[config.mk]
export PLATFORM = sky130hd
export DESIGN_NAME = sha256_stream_hash
export DESIGN_NICKNAME = d
export VERILOG_FILES = /design/src/rtl/sha_pkg.sv /design/src/rtl/sha_round.sv /design/src/rtl/sha256_stream_hash.sv
export VERILOG_INCLUDE_DIRS = /design/src /design/src/rtl
export SDC_FILE = /design/constraint.sdc
export NUM_CORES = 2
export LEC_CHECK = 0
export BUFFER_PORTS_ARGS = -buffer_cell sky130_fd_sc_hd__buf_2
export CORE_UTILIZATION = 50
export CTS_CLUSTER_DIAMETER = 200
export CTS_CLUSTER_SIZE = 24
export DETAILED_ROUTE_END_ITERATION = 7
export GPL_TIMING_DRIVEN = 1
export HOLD_SLACK_MARGIN = 0.06
export PLACE_DENSITY = 0.7
export SYNTH_ARGS = -nofsm -noshare
export SYNTH_HDL_FRONTEND = slang
export SYNTH_SLANG_ARGS = --single-unit
export TNS_END_PERCENT = 30
[constraint.sdc]
create_clock -name clk -period 44.3 [get_ports clk]
set_input_delay 8.86 -clock clk [delete_from_list [all_inputs] [get_ports clk]]
set_output_delay 8.86 -clock clk [all_outputs]
set_load 0.1 [all_outputs]
[src/rtl/sha256_stream_hash_assert.svh]
// assertion macros for the sha-256 stream hash
// used by the top level and the round unit
`ifndef SHA256_STREAM_HASH_ASSERT_SVH
`define SHA256_STREAM_HASH_ASSERT_SVH

// implication checked at every clock edge outside reset
`define SHA_ASSERT_IMPL(label, clk, rst_n, ante, cons) \
    label: assert property (@(posedge clk) disable iff (!rst_n) (ante) |-> (cons)) \
        else $error("assertion failed");

// next-cycle implication
`define SHA_ASSERT_NEXT(label, clk, rst_n, ante, cons) \
    label: assert property (@(posedge clk) disable iff (!rst_n) (ante) |=> (cons)) \
        else $error("assertion failed");

`endif

[src/rtl/sha_pkg.sv]
// shared types, constants and functions for the sha-256 stream hash
// no dependencies
`timescale 1ns / 1ps
`default_nettype none

package sha_pkg;

    typedef logic [31:0] word_t;

    localparam int unsigned BlockBytes = 64;
    localparam int unsigned PadLimit   = 56;
    localparam logic [7:0]  PadByte    = 8'h80;

    typedef enum logic [6:0] {
        ST_IDLE  = 7'b0000001,
        ST_PAD   = 7'b0000010,
        ST_LEN   = 7'b0000100,
        ST_LOAD  = 7'b0001000,
        ST_RUN   = 7'b0010000,
        ST_FOLD  = 7'b0100000,
        ST_EMIT  = 7'b1000000
    } state_t;

    // control from the sequencer into the round unit
    typedef struct packed {
        logic start;
        logic restart;
    } rnd_ctrl_t;

    typedef struct packed {
        logic busy;
        logic done;
    } rnd_stat_t;

    function automatic word_t init_hash(input logic [2:0] idx);
        word_t h;
        case (idx)
            3'd0: h = 32'h6a09e667;
            3'd1: h = 32'hbb67ae85;
            3'd2: h = 32'h3c6ef372;
            3'd3: h = 32'ha54ff53a;
            3'd4: h = 32'h510e527f;
            3'd5: h = 32'h9b05688c;
            3'd6: h = 32'h1f83d9ab;
            default: h = 32'h5be0cd19;
        endcase
        return h;
    endfunction

    function automatic word_t round_k(input logic [5:0] t);
        word_t k;
        case (t)
            6'd0: k = 32'h428a2f98;  6'd1: k = 32'h71374491;
            6'd2: k = 32'hb5c0fbcf;  6'd3: k = 32'he9b5dba5;
            6'd4: k = 32'h3956c25b;  6'd5: k = 32'h59f111f1;
            6'd6: k = 32'h923f82a4;  6'd7: k = 32'hab1c5ed5;
            6'd8: k = 32'hd807aa98;  6'd9: k = 32'h12835b01;
            6'd10: k = 32'h243185be; 6'd11: k = 32'h550c7dc3;
            6'd12: k = 32'h72be5d74; 6'd13: k = 32'h80deb1fe;
            6'd14: k = 32'h9bdc06a7; 6'd15: k = 32'hc19bf174;
            6'd16: k = 32'he49b69c1; 6'd17: k = 32'hefbe4786;
            6'd18: k = 32'h0fc19dc6; 6'd19: k = 32'h240ca1cc;
            6'd20: k = 32'h2de92c6f; 6'd21: k = 32'h4a7484aa;
            6'd22: k = 32'h5cb0a9dc; 6'd23: k = 32'h76f988da;
            6'd24: k = 32'h983e5152; 6'd25: k = 32'ha831c66d;
            6'd26: k = 32'hb00327c8; 6'd27: k = 32'hbf597fc7;
            6'd28: k = 32'hc6e00bf3; 6'd29: k = 32'hd5a79147;
            6'd30: k = 32'h06ca6351; 6'd31: k = 32'h14292967;
            6'd32: k = 32'h27b70a85; 6'd33: k = 32'h2e1b2138;
            6'd34: k = 32'h4d2c6dfc; 6'd35: k = 32'h53380d13;
            6'd36: k = 32'h650a7354; 6'd37: k = 32'h766a0abb;
            6'd38: k = 32'h81c2c92e; 6'd39: k = 32'h92722c85;
            6'd40: k = 32'ha2bfe8a1; 6'd41: k = 32'ha81a664b;
            6'd42: k = 32'hc24b8b70; 6'd43: k = 32'hc76c51a3;
            6'd44: k = 32'hd192e819; 6'd45: k = 32'hd6990624;
            6'd46: k = 32'hf40e3585; 6'd47: k = 32'h106aa070;
            6'd48: k = 32'h19a4c116; 6'd49: k = 32'h1e376c08;
            6'd50: k = 32'h2748774c; 6'd51: k = 32'h34b0bcb5;
            6'd52: k = 32'h391c0cb3; 6'd53: k = 32'h4ed8aa4a;
            6'd54: k = 32'h5b9cca4f; 6'd55: k = 32'h682e6ff3;
            6'd56: k = 32'h748f82ee; 6'd57: k = 32'h78a5636f;
            6'd58: k = 32'h84c87814; 6'd59: k = 32'h8cc70208;
            6'd60: k = 32'h90befffa; 6'd61: k = 32'ha4506ceb;
            6'd62: k = 32'hbef9a3f7; default: k = 32'hc67178f2;
        endcase
        return k;
    endfunction

endpackage

`default_nettype wire

[src/rtl/sha_round.sv]
// sha-256 compression: one round per cycle over a 16-word schedule window
// depends on sha_pkg; words are loaded serially before start
`timescale 1ns / 1ps
`default_nettype none

`include "sha256_stream_hash_assert.svh"

module sha_round
(
    input  wire                 clk,
    input  wire                 rst_n,
    input  wire sha_pkg::rnd_ctrl_t ctrl,
    input  wire                 load_en,
    input  wire sha_pkg::word_t load_word,
    input  wire  [2:0]          hash_idx,
    output sha_pkg::word_t      hash_word,
    output sha_pkg::rnd_stat_t  stat
);

    sha_pkg::word_t w_reg [16];
    sha_pkg::word_t h_reg [8];
    sha_pkg::word_t v_reg [8];
    logic [5:0]     t_reg;
    logic           run_reg;
    logic           done_reg;

    function automatic sha_pkg::word_t rotr(input sha_pkg::word_t x, input int n);
        return (x >> n) | (x << (32 - n));
    endfunction

    sha_pkg::word_t s0, s1, w_new, e1, ch, t1, a0, maj;

    always_comb
    begin
        s0    = rotr(w_reg[1], 7) ^ rotr(w_reg[1], 18) ^ (w_reg[1] >> 3);
        s1    = rotr(w_reg[14], 17) ^ rotr(w_reg[14], 19) ^ (w_reg[14] >> 10);
        w_new = w_reg[0] + s0 + w_reg[9] + s1;
        e1    = rotr(v_reg[4], 6) ^ rotr(v_reg[4], 11) ^ rotr(v_reg[4], 25);
        ch    = (v_reg[4] & v_reg[5]) ^ (~v_reg[4] & v_reg[6]);
        t1    = v_reg[7] + e1 + ch + sha_pkg::round_k(t_reg) + w_reg[0];
        a0    = rotr(v_reg[0], 2) ^ rotr(v_reg[0], 13) ^ rotr(v_reg[0], 22);
        maj   = (v_reg[0] & v_reg[1]) ^ (v_reg[0] & v_reg[2]) ^ (v_reg[1] & v_reg[2]);
    end

    always_ff @(posedge clk or negedge rst_n)
    begin
        if (!rst_n)
        begin
            run_reg  <= 1'b0;
            done_reg <= 1'b0;
            t_reg    <= '0;
            for (int i = 0; i < 8; i++)
            begin
                h_reg[i] <= sha_pkg::init_hash(3'(i));
                v_reg[i] <= '0;
            end
        end
        else
        begin
            done_reg <= 1'b0;
            if (ctrl.restart)
            begin
                for (int i = 0; i < 8; i++)
                    h_reg[i] <= sha_pkg::init_hash(3'(i));
            end
            if (ctrl.start)
            begin
                run_reg <= 1'b1;
                t_reg   <= '0;
                for (int i = 0; i < 8; i++)
                    v_reg[i] <= h_reg[i];
            end
            else if (run_reg)
            begin
                v_reg[7] <= v_reg[6];
                v_reg[6] <= v_reg[5];
                v_reg[5] <= v_reg[4];
                v_reg[4] <= v_reg[3] + t1;
                v_reg[3] <= v_reg[2];
                v_reg[2] <= v_reg[1];
                v_reg[1] <= v_reg[0];
                v_reg[0] <= t1 + a0 + maj;
                t_reg    <= t_reg + 6'd1;
                if (t_reg == 6'd63)
                begin
                    run_reg  <= 1'b0;
                    done_reg <= 1'b1;
                end
            end
            else if (done_reg)
            begin
                for (int i = 0; i < 8; i++)
                    h_reg[i] <= h_reg[i] + v_reg[i];
            end
        end
    end

    // schedule window shifts on load and on every round
    always_ff @(posedge clk)
    begin
        if (load_en || (run_reg && !ctrl.start))
        begin
            for (int i = 0; i < 15; i++)
                w_reg[i] <= w_reg[i + 1];
            w_reg[15] <= load_en ? load_word : w_new;
        end
    end

    assign hash_word = h_reg[hash_idx];
    assign stat.busy = run_reg || done_reg;
    assign stat.done = done_reg;

    `SHA_ASSERT_NEXT(a_done_after_last, clk, rst_n, run_reg && t_reg == 6'd63 && !ctrl.start,
                     done_reg)
    `SHA_ASSERT_IMPL(a_no_load_in_run, clk, rst_n, run_reg, !load_en)
    `SHA_ASSERT_NEXT(a_done_pulse, clk, rst_n, done_reg, !done_reg)

endmodule

`default_nettype wire

[src/rtl/sha256_stream_hash.sv]
// top level: byte intake, padding sequencer and digest output
// depends on sha_pkg and sha_round
//
// channel  dir  signals               payload
// s_axis   in   tvalid tready tdata   message_byte [7:0]
//               tuser tlast           byte_present, end_of_message
// m_axis   out  tvalid tready tdata   digest_word [31:0], word_index [34:32]
//               tlast                 last_word
//
// a byte request is taken whenever the sequencer is idle, that is while the block is filling
// a full block stalls the input through the load, round and fold states
// end of message writes 0x80, zeros and length one byte a cycle (up to 64 per block),
// runs one or two compressions, then holds 8 digest words until taken
// reset clears the sequencer and reloads the initial hash values at once
`timescale 1ns / 1ps
`default_nettype none

`include "sha256_stream_hash_assert.svh"

module sha256_stream_hash
(
    input  wire         clk,
    input  wire         rst_n,
    input  wire         s_axis_tvalid,
    output logic        s_axis_tready,
    input  wire  [7:0]  s_axis_tdata,   // message_byte
    input  wire         s_axis_tuser,   // byte_present
    input  wire         s_axis_tlast,
    output logic        m_axis_tvalid,
    input  wire         m_axis_tready,
    output logic [39:0] m_axis_tdata,   // digest_word, word_index, zeros
    output logic        m_axis_tlast
);

    sha_pkg::state_t    state_reg, state_next;
    sha_pkg::word_t     blk_reg [16];
    logic [5:0]         fill_reg;
    logic [60:0]        count_reg;
    logic               fin_reg;
    logic               pad_reg;
    // set once the length has gone into the final block
    logic               bits_done_reg;
    logic [4:0]         ld_reg;
    logic [2:0]         idx_reg;
    sha_pkg::word_t     rd_reg;
    logic [63:0]        bits;
    sha_pkg::rnd_ctrl_t ctrl;
    sha_pkg::rnd_stat_t stat;
    sha_pkg::word_t     hash_word;
    logic               acc;
    logic               wr_en;
    logic [5:0]         wr_addr;
    logic [7:0]         wr_data;
    logic               load_en;

    assign acc  = s_axis_tvalid && s_axis_tready;
    assign bits = {count_reg, 3'b000};
    assign s_axis_tready = (state_reg == sha_pkg::ST_IDLE);

    always_comb
    begin
        wr_en   = 1'b0;
        wr_addr = fill_reg;
        wr_data = s_axis_tdata;
        unique case (state_reg)
            sha_pkg::ST_IDLE:
                wr_en = acc && s_axis_tuser;
            sha_pkg::ST_PAD:
            begin
                wr_en   = 1'b1;
                wr_data = pad_reg ? 8'h00 : sha_pkg::PadByte;
            end
            sha_pkg::ST_LEN:
            begin
                wr_en   = 1'b1;
                wr_data = 8'(bits >> (8 * (63 - int'(fill_reg))));
            end
            default: wr_en = 1'b0;
        endcase
    end

    // block held as big-endian words, one byte lane written per cycle
    always_ff @(posedge clk)
    begin
        if (wr_en)
            blk_reg[wr_addr[5:2]][{~wr_addr[1:0], 3'b000} +: 8] <= wr_data;
        rd_reg <= blk_reg[ld_reg[3:0]];
    end

    assign load_en = (state_reg == sha_pkg::ST_LOAD) && ld_reg != 5'd0;

    always_comb
    begin
        state_next = state_reg;
        ctrl       = '0;
        unique case (state_reg)
            sha_pkg::ST_IDLE:
                if (acc)
                begin
                    if (s_axis_tuser && fill_reg == 6'd63)
                        state_next = sha_pkg::ST_LOAD;
                    else if (s_axis_tlast)
                        state_next = sha_pkg::ST_PAD;
                end
            sha_pkg::ST_PAD:
                if (fill_reg == 6'd63)
                    state_next = sha_pkg::ST_LOAD;
                else if (fill_reg == 6'(sha_pkg::PadLimit - 1))
                    state_next = sha_pkg::ST_LEN;
            sha_pkg::ST_LEN:
                if (fill_reg == 6'd63)
                    state_next = sha_pkg::ST_LOAD;
            sha_pkg::ST_LOAD:
                if (ld_reg == 5'd16)
                begin
                    state_next = sha_pkg::ST_RUN;
                    ctrl.start = 1'b1;
                end
            sha_pkg::ST_RUN:
                if (stat.done)
                    state_next = sha_pkg::ST_FOLD;
            sha_pkg::ST_FOLD:
                if (fin_reg == 1'b0)
                    state_next = sha_pkg::ST_IDLE;
                else if (bits_done_reg)
                    state_next = sha_pkg::ST_EMIT;
                else
                    state_next = sha_pkg::ST_PAD;
            sha_pkg::ST_EMIT:
                if (m_axis_tready && idx_reg == 3'd7)
                begin
                    state_next   = sha_pkg::ST_IDLE;
                    ctrl.restart = 1'b1;
                end
            default: state_next = sha_pkg::ST_IDLE;
        endcase
    end

    always_ff @(posedge clk or negedge rst_n)
    begin
        if (!rst_n)
        begin
            state_reg     <= sha_pkg::ST_IDLE;
            fill_reg      <= '0;
            count_reg     <= '0;
            fin_reg       <= 1'b0;
            pad_reg       <= 1'b0;
            ld_reg        <= '0;
            idx_reg       <= '0;
            bits_done_reg <= 1'b0;
        end
        else
        begin
            state_reg <= state_next;
            if (wr_en)
                fill_reg <= fill_reg + 6'd1;
            unique case (state_reg)
                sha_pkg::ST_IDLE:
                    if (acc)
                    begin
                        if (s_axis_tuser)
                            count_reg <= count_reg + 61'd1;
                        fin_reg <= s_axis_tlast;
                    end
                sha_pkg::ST_PAD:
                    pad_reg <= 1'b1;
                sha_pkg::ST_LEN:
                    if (fill_reg == 6'd63)
                        bits_done_reg <= 1'b1;
                sha_pkg::ST_LOAD:
                    ld_reg <= (ld_reg == 5'd16) ? 5'd0 : ld_reg + 5'd1;
                sha_pkg::ST_EMIT:
                    if (m_axis_tready)
                    begin
                        idx_reg <= idx_reg + 3'd1;
                        if (idx_reg == 3'd7)
                        begin
                            count_reg     <= '0;
                            fill_reg      <= '0;
                            fin_reg       <= 1'b0;
                            pad_reg       <= 1'b0;
                            bits_done_reg <= 1'b0;
                        end
                    end
                default: ;
            endcase
        end
    end

    sha_round u_round
    (
        .clk       (clk),
        .rst_n     (rst_n),
        .ctrl      (ctrl),
        .load_en   (load_en),
        .load_word (rd_reg),
        .hash_idx  (idx_reg),
        .hash_word (hash_word),
        .stat      (stat)
    );

    assign m_axis_tvalid = (state_reg == sha_pkg::ST_EMIT);
    assign m_axis_tdata  = {5'b0, idx_reg, hash_word};
    assign m_axis_tlast  = (idx_reg == 3'd7);

    `SHA_ASSERT_IMPL(a_no_accept_busy, clk, rst_n, stat.busy, !s_axis_tready)
    `SHA_ASSERT_IMPL(a_emit_idle_unit, clk, rst_n, m_axis_tvalid, !stat.busy)
    `SHA_ASSERT_NEXT(a_fold_after_done, clk, rst_n, stat.done, state_reg == sha_pkg::ST_FOLD)

endmodule

`default_nettype wire
# Yosys cells after proc, flatten, opt, wreduce, memory -nomap -nowiden
# Memories as Yosys holds them, arrays and structs flattened. A register that Yosys moved wholly into a read port is not among the register bits.
# Cells that the tools add are included.
# op_classes
n_addsub,25
n_lt_le_gt_ge,1
eq_ne,22
shifts,3
n_mux,58
bitwise,29
reduce_logical,20
# op_table
operator,count
$mux 256,6
$add 32x32->32,18
$xor 32x32->32,9
$mux 61,4
$and 32x32->32,5
$mux 32,4
$pmux 61 s2,1
$bmux 32 s3,1
$mux 7,11
$shr 64x32->8,1
$add 61x1->61 const B,1
$pmux 7 s7,1
$mux 6,6
$not 32->32,1
$or 10x32->32,1
$or 13x32->32,1
$or 14x32->32,1
$or 15x32->32,1
$or 19x32->32,1
$or 21x32->32,1
$or 25x32->32,1
$or 26x32->32,1
$or 30x32->32,1
$or 7x32->32,1
other kinds (42),79
# word_totals
regBits,605
ramBits,1024
rom_bits,2048
in_bits,14
n_memories,3
# mem_list
memory,words,word_bits,rd,rd_clocked_by_memory_dff,write_ports,line,source
(no name shown),64,32,1,0,0,sha_pkg.sv:52,case (t)
blk_reg,16,32,1,1,1,sha256_stream_hash.sv:36,sha_pkg::word_t blk_reg [16];
u_round.w_reg,16,32,16,0,16,sha_round.sv:20,sha_pkg::word_t w_reg [16];

# Depth between registers and ports, before layout
# logic_depth
depth_word,11
ltp_mapped,40

# Hierarchy
# From an unflattened synthesis, not the netlist that was laid out.
# unflattened
hier_cells,7897
hier_area_um2,92761.5
# by_module_without_submodules
mod,n_inst,cells_per_inst,area_each_um2,seq_area_each_um2
sha_round,1,6471,67308.3,28557.4
sha256_stream_hash,1,1426,25453.2,18143.7

# Worst setup path before layout
# No wires, ideal clock.
# synth_timing
path_kind,register to register
start,register ld_reg[0]
end,"memory u_round.w_reg[0][0] in the netlist's numbering, enable pin"
setup_ps,3633
arrival_ps,10576
required_time_ps,40667
slack_ps,30091
path_stages_with_launch,11
synth_period_minus_slack_ps,14209
cell_sequence,dfrtp_1 -> clkbuf_1 -> clkbuf_1 -> buf_1 -> inv_1 -> ha_1 -> nand2_1 -> o21ai_0 -> clkbuf_1 -> clkbuf_1 -> nand2_1
# synth_lines
item,line,source
from (decl),sha256_stream_hash.sv:43,logic [4:0] ld_reg;
from (signal assigned),sha256_stream_hash.sv:171,ld_reg <= (ld_reg == 5'd16) ? 5'd0 : ld_reg + 5'd1;
to (decl),sha_round.sv:20,

# Worst setup path in the final report
# layout_timing
start,register idx_reg[0]
end,output port m_axis_tdata[10]
# layout_between
elab_chain_cells,4
# layout_rtl
item,line,source
from (decl),sha256_stream_hash.sv:44,logic [2:0] idx_reg;
from (signal assigned),sha256_stream_hash.sv:175,idx_reg <= idx_reg + 3'd1;
$not 3->4 (not written as such),sha_round.sv:109,assign hash_word = h_reg[hash_idx];
$bmux 32 s3,sha_round.sv:109,
$mux 32 (not written as such) (2 in series),sha_round.sv:109,
to (decl),sha256_stream_hash.sv:31,"output logic [39:0] m_axis_tdata,"
# Every way passes these cells. The select of a mux whose other input is x is not followed.

==> run metrics <==
die height 431 µm; leading cell types in the layout, fill and taps excluded edfxtp_1 (1,024), o21ai_0 (681), nand2_1 (595); clk_skew 82.2 ps; Num Clock Sinks approximately 1,700; Syn. warnings 0; WHS ~370 ps; RSZ-0062 raised after global routing no; CP required 35,440 ps; first-pass GRT wire length 383,000 µm; area growth from synthesis to layout 5.38%; synth unique cells 99; number of max-cap violations 0; PortBufs between 50 and 60; Synth Flop Type edfxtp_1; hold_buf cts 0; Core ar. roughly 180,000 µm²; CTS tree built; Hold Fails Final Rpt 0; sum of buffers and inverters on the critical path 2; DRT Pass-1 Iters 8; Worst Setup End Kind output pin; Tot Pwr slightly above 3 mW; post-cts resize count 0; Nets 8,207; hpwl dp 187,000 µm; Rel. slew slack 0.196; Routed Antenna Nets 0; async set or reset register ratio after synthesis 0.364; DR vias 62,600; Hold Path Class reg2reg; Final Cell Area roughly 97,000 µm²; Clock Latency Late Sink 780 ps; Startpoint Class flop; flops & latches, synth 1,661; Cell Count, Final, Fillers Out 10,100; crit path cell chain buf_4 -> mux4_2 -> mux2_2 -> buf_2; Final Setup Violations 0; CTS H-tree depth 3; DRC 0; Cell Area, Placed ~95,000 µm²; Clock Tree Root clkbuf_16; Cells after DPL 9,980; maximum number of pins on one net before global-route repair 217; crit-path max FO 34; Period minus WS final roughly 12,000 ps; drt total wl roughly 260,000 µm; Leak 36.7 nW; commonest non-fill, non-tap cell in the layout edfxtp_1; CTS Buf Count 79; Arrival @ worst endpoint 3600 ps; RD Place Congestion 1.02; clock-pin slew on the worst setup and hold paths between 100 and 150 ps; DIE AREA 186,000 µm²; Final Cycle Share 0.281; GR Overflow Total 0; setup TNS 0 ps; Syn Area/Cell 11.8 µm²; fin. max-slew vios 0; CP max stage delay 890 ps; Initial Utilization 0.503; CP max-delay cell dfrtp_4; IO Count 57; CTS max path bufs 3; Peak VDD IR 0.0000488 V; Setup Fix Bufs, Post-CTS 0; drt via density 6.19; Cell Pwr Density 31.8 nW/µm²; Mapped Area 92,200 µm²; number of synthesized flops with an enable pin 1,024; GRT Util Overall 0.274; DIE WIDTH between 400 and 500 µm; Crit Path Class reg2out; Slew @ Worst Pin approximately 1200 ps; Crit path max-delay family multiplexers; f_max 80.3 MHz; Cell Rows approximately 160; routed len/inst about 25 µm; Seq/Total Area, Yosys 0.507; vias in the first global route 59,700; layout cell share with drive strength beyond 1 0.0929; Cells after Synth 7,787; Starting DRT DRC Count 6,645; antenna violations before repair 10; outcome finished clean
## cell families (layout without fill, tap and decap cells)
logic type / Yosys count / after routing / synth area share
AOI/OAI and AO/OA: 1814 / 1814 / 0.120
muxes: 567 / 567 / 0.0958
adders and majority gates: 622 / 622 / 0.0996
other: 1 / 10 / 0.0000407
DFF: 1661 / 1661 / 0.507
xor gates and xnor gates: 605 / 605 / 0.0578
and+or+nand+nor: 1816 / 1816 / 0.0908
buffers and inverters: 701 / 567 / 0.0289
## final cells by class
class / instances / area [µm²]
fill: 15600 / 86000
sequential: 1661 / 46700
multi-input combinational: 5429 / 42900
tap: 2464 / 3080
clock buffer: 132 / 2180
inverter: 299 / 1120
timing repair buffer: 127 / 911
clock inverter: 9 / 210
antenna: 5 / 12.5
## power by group
part | switching (mW) | leakage (nW) | internal (mW)
registers | 0.0335 | 17.0 | 1.73
clock network | 0.512 | 1.12 | 0.348
logic | 0.285 | 18.6 | 0.175
## final timing paths
check / from / end / slack (ps) / cells after the start
max: idx_reg[0] / m_axis_tdata[10] / 31840 / 4
min: u_round.w_reg[0][232] / u_round.w_reg[0][200] / 370 / 0
max reg2reg: u_round.t_reg[1] / u_round.v_reg[254] / 34000 / 37
min reg2reg: u_round.w_reg[0][232] / u_round.w_reg[0][200] / 370 / 0
max in group asynchronous: rst_n / ld_reg[1] / 32370 / 5
min in group asynchronous: rst_n / u_round.v_reg[184] / 8080 / 1
## synthesized netlist by cell type (11+ instances only)
master    number  share of area
and2_1        13        0.00088
o22ai_1       18         0.0012
o21ai_0      682          0.037
nor2_1       464          0.019
dfrtp_1      468           0.13
o21bai_1      42         0.0034
fa_1         195          0.042
and3_1        61         0.0041
a311oi_1      15         0.0014
a211o_1       13         0.0012
clkbuf_1     331          0.013
maj3_1        26         0.0028
o311ai_0      11         0.0010
nand3_1      213          0.012
a31oi_1       60         0.0041
o31ai_1       38         0.0031
nand2_1      597          0.024
mux4_2       248          0.061
o31a_1        11         0.0010
ha_1         401          0.054
or3_1         45         0.0031
dfxtp_1       32         0.0070
xnor2_1      388          0.037
xor2_1       215          0.020
o21a_1        63         0.0051
a21o_1       171          0.014
mux2i_1      278          0.030
dfstp_2      137          0.039
nand3b_1      14         0.0011
inv_1        298          0.012
nor2b_1       48         0.0033
nand4_1       51         0.0035
o211ai_1      27         0.0022
buf_1         55         0.0022
a211oi_1      59         0.0048
edfxtp_1    1024           0.33
nor3_1       169         0.0092
a21oi_1      447          0.024
nand2b_1      60         0.0041
nor4_1        15         0.0010
mux2_2        41         0.0050
a21boi_0      12        0.00098
nor3b_1       17         0.0014
## layer usage
metal	track usage	wire length (µm)
met2	0.421	116000
met3	0.0395	20500
met1	0.393	109000
met5	0	7
met4	0.108	11500
## metrics by stage
| stage | utilization | worst slack [ps] |
|---|---|---|
| global route | 0.530 | 31540 |
| global placement | 0.517 | 31510 |
| CTS | 0.530 | 31700 |
| finish | 0.530 | 31840 |
| detailed placement | 0.517 | 31440 |
| floorplan | - | 30090 |
No activity file was read; power rests on OpenSTA's default activity.
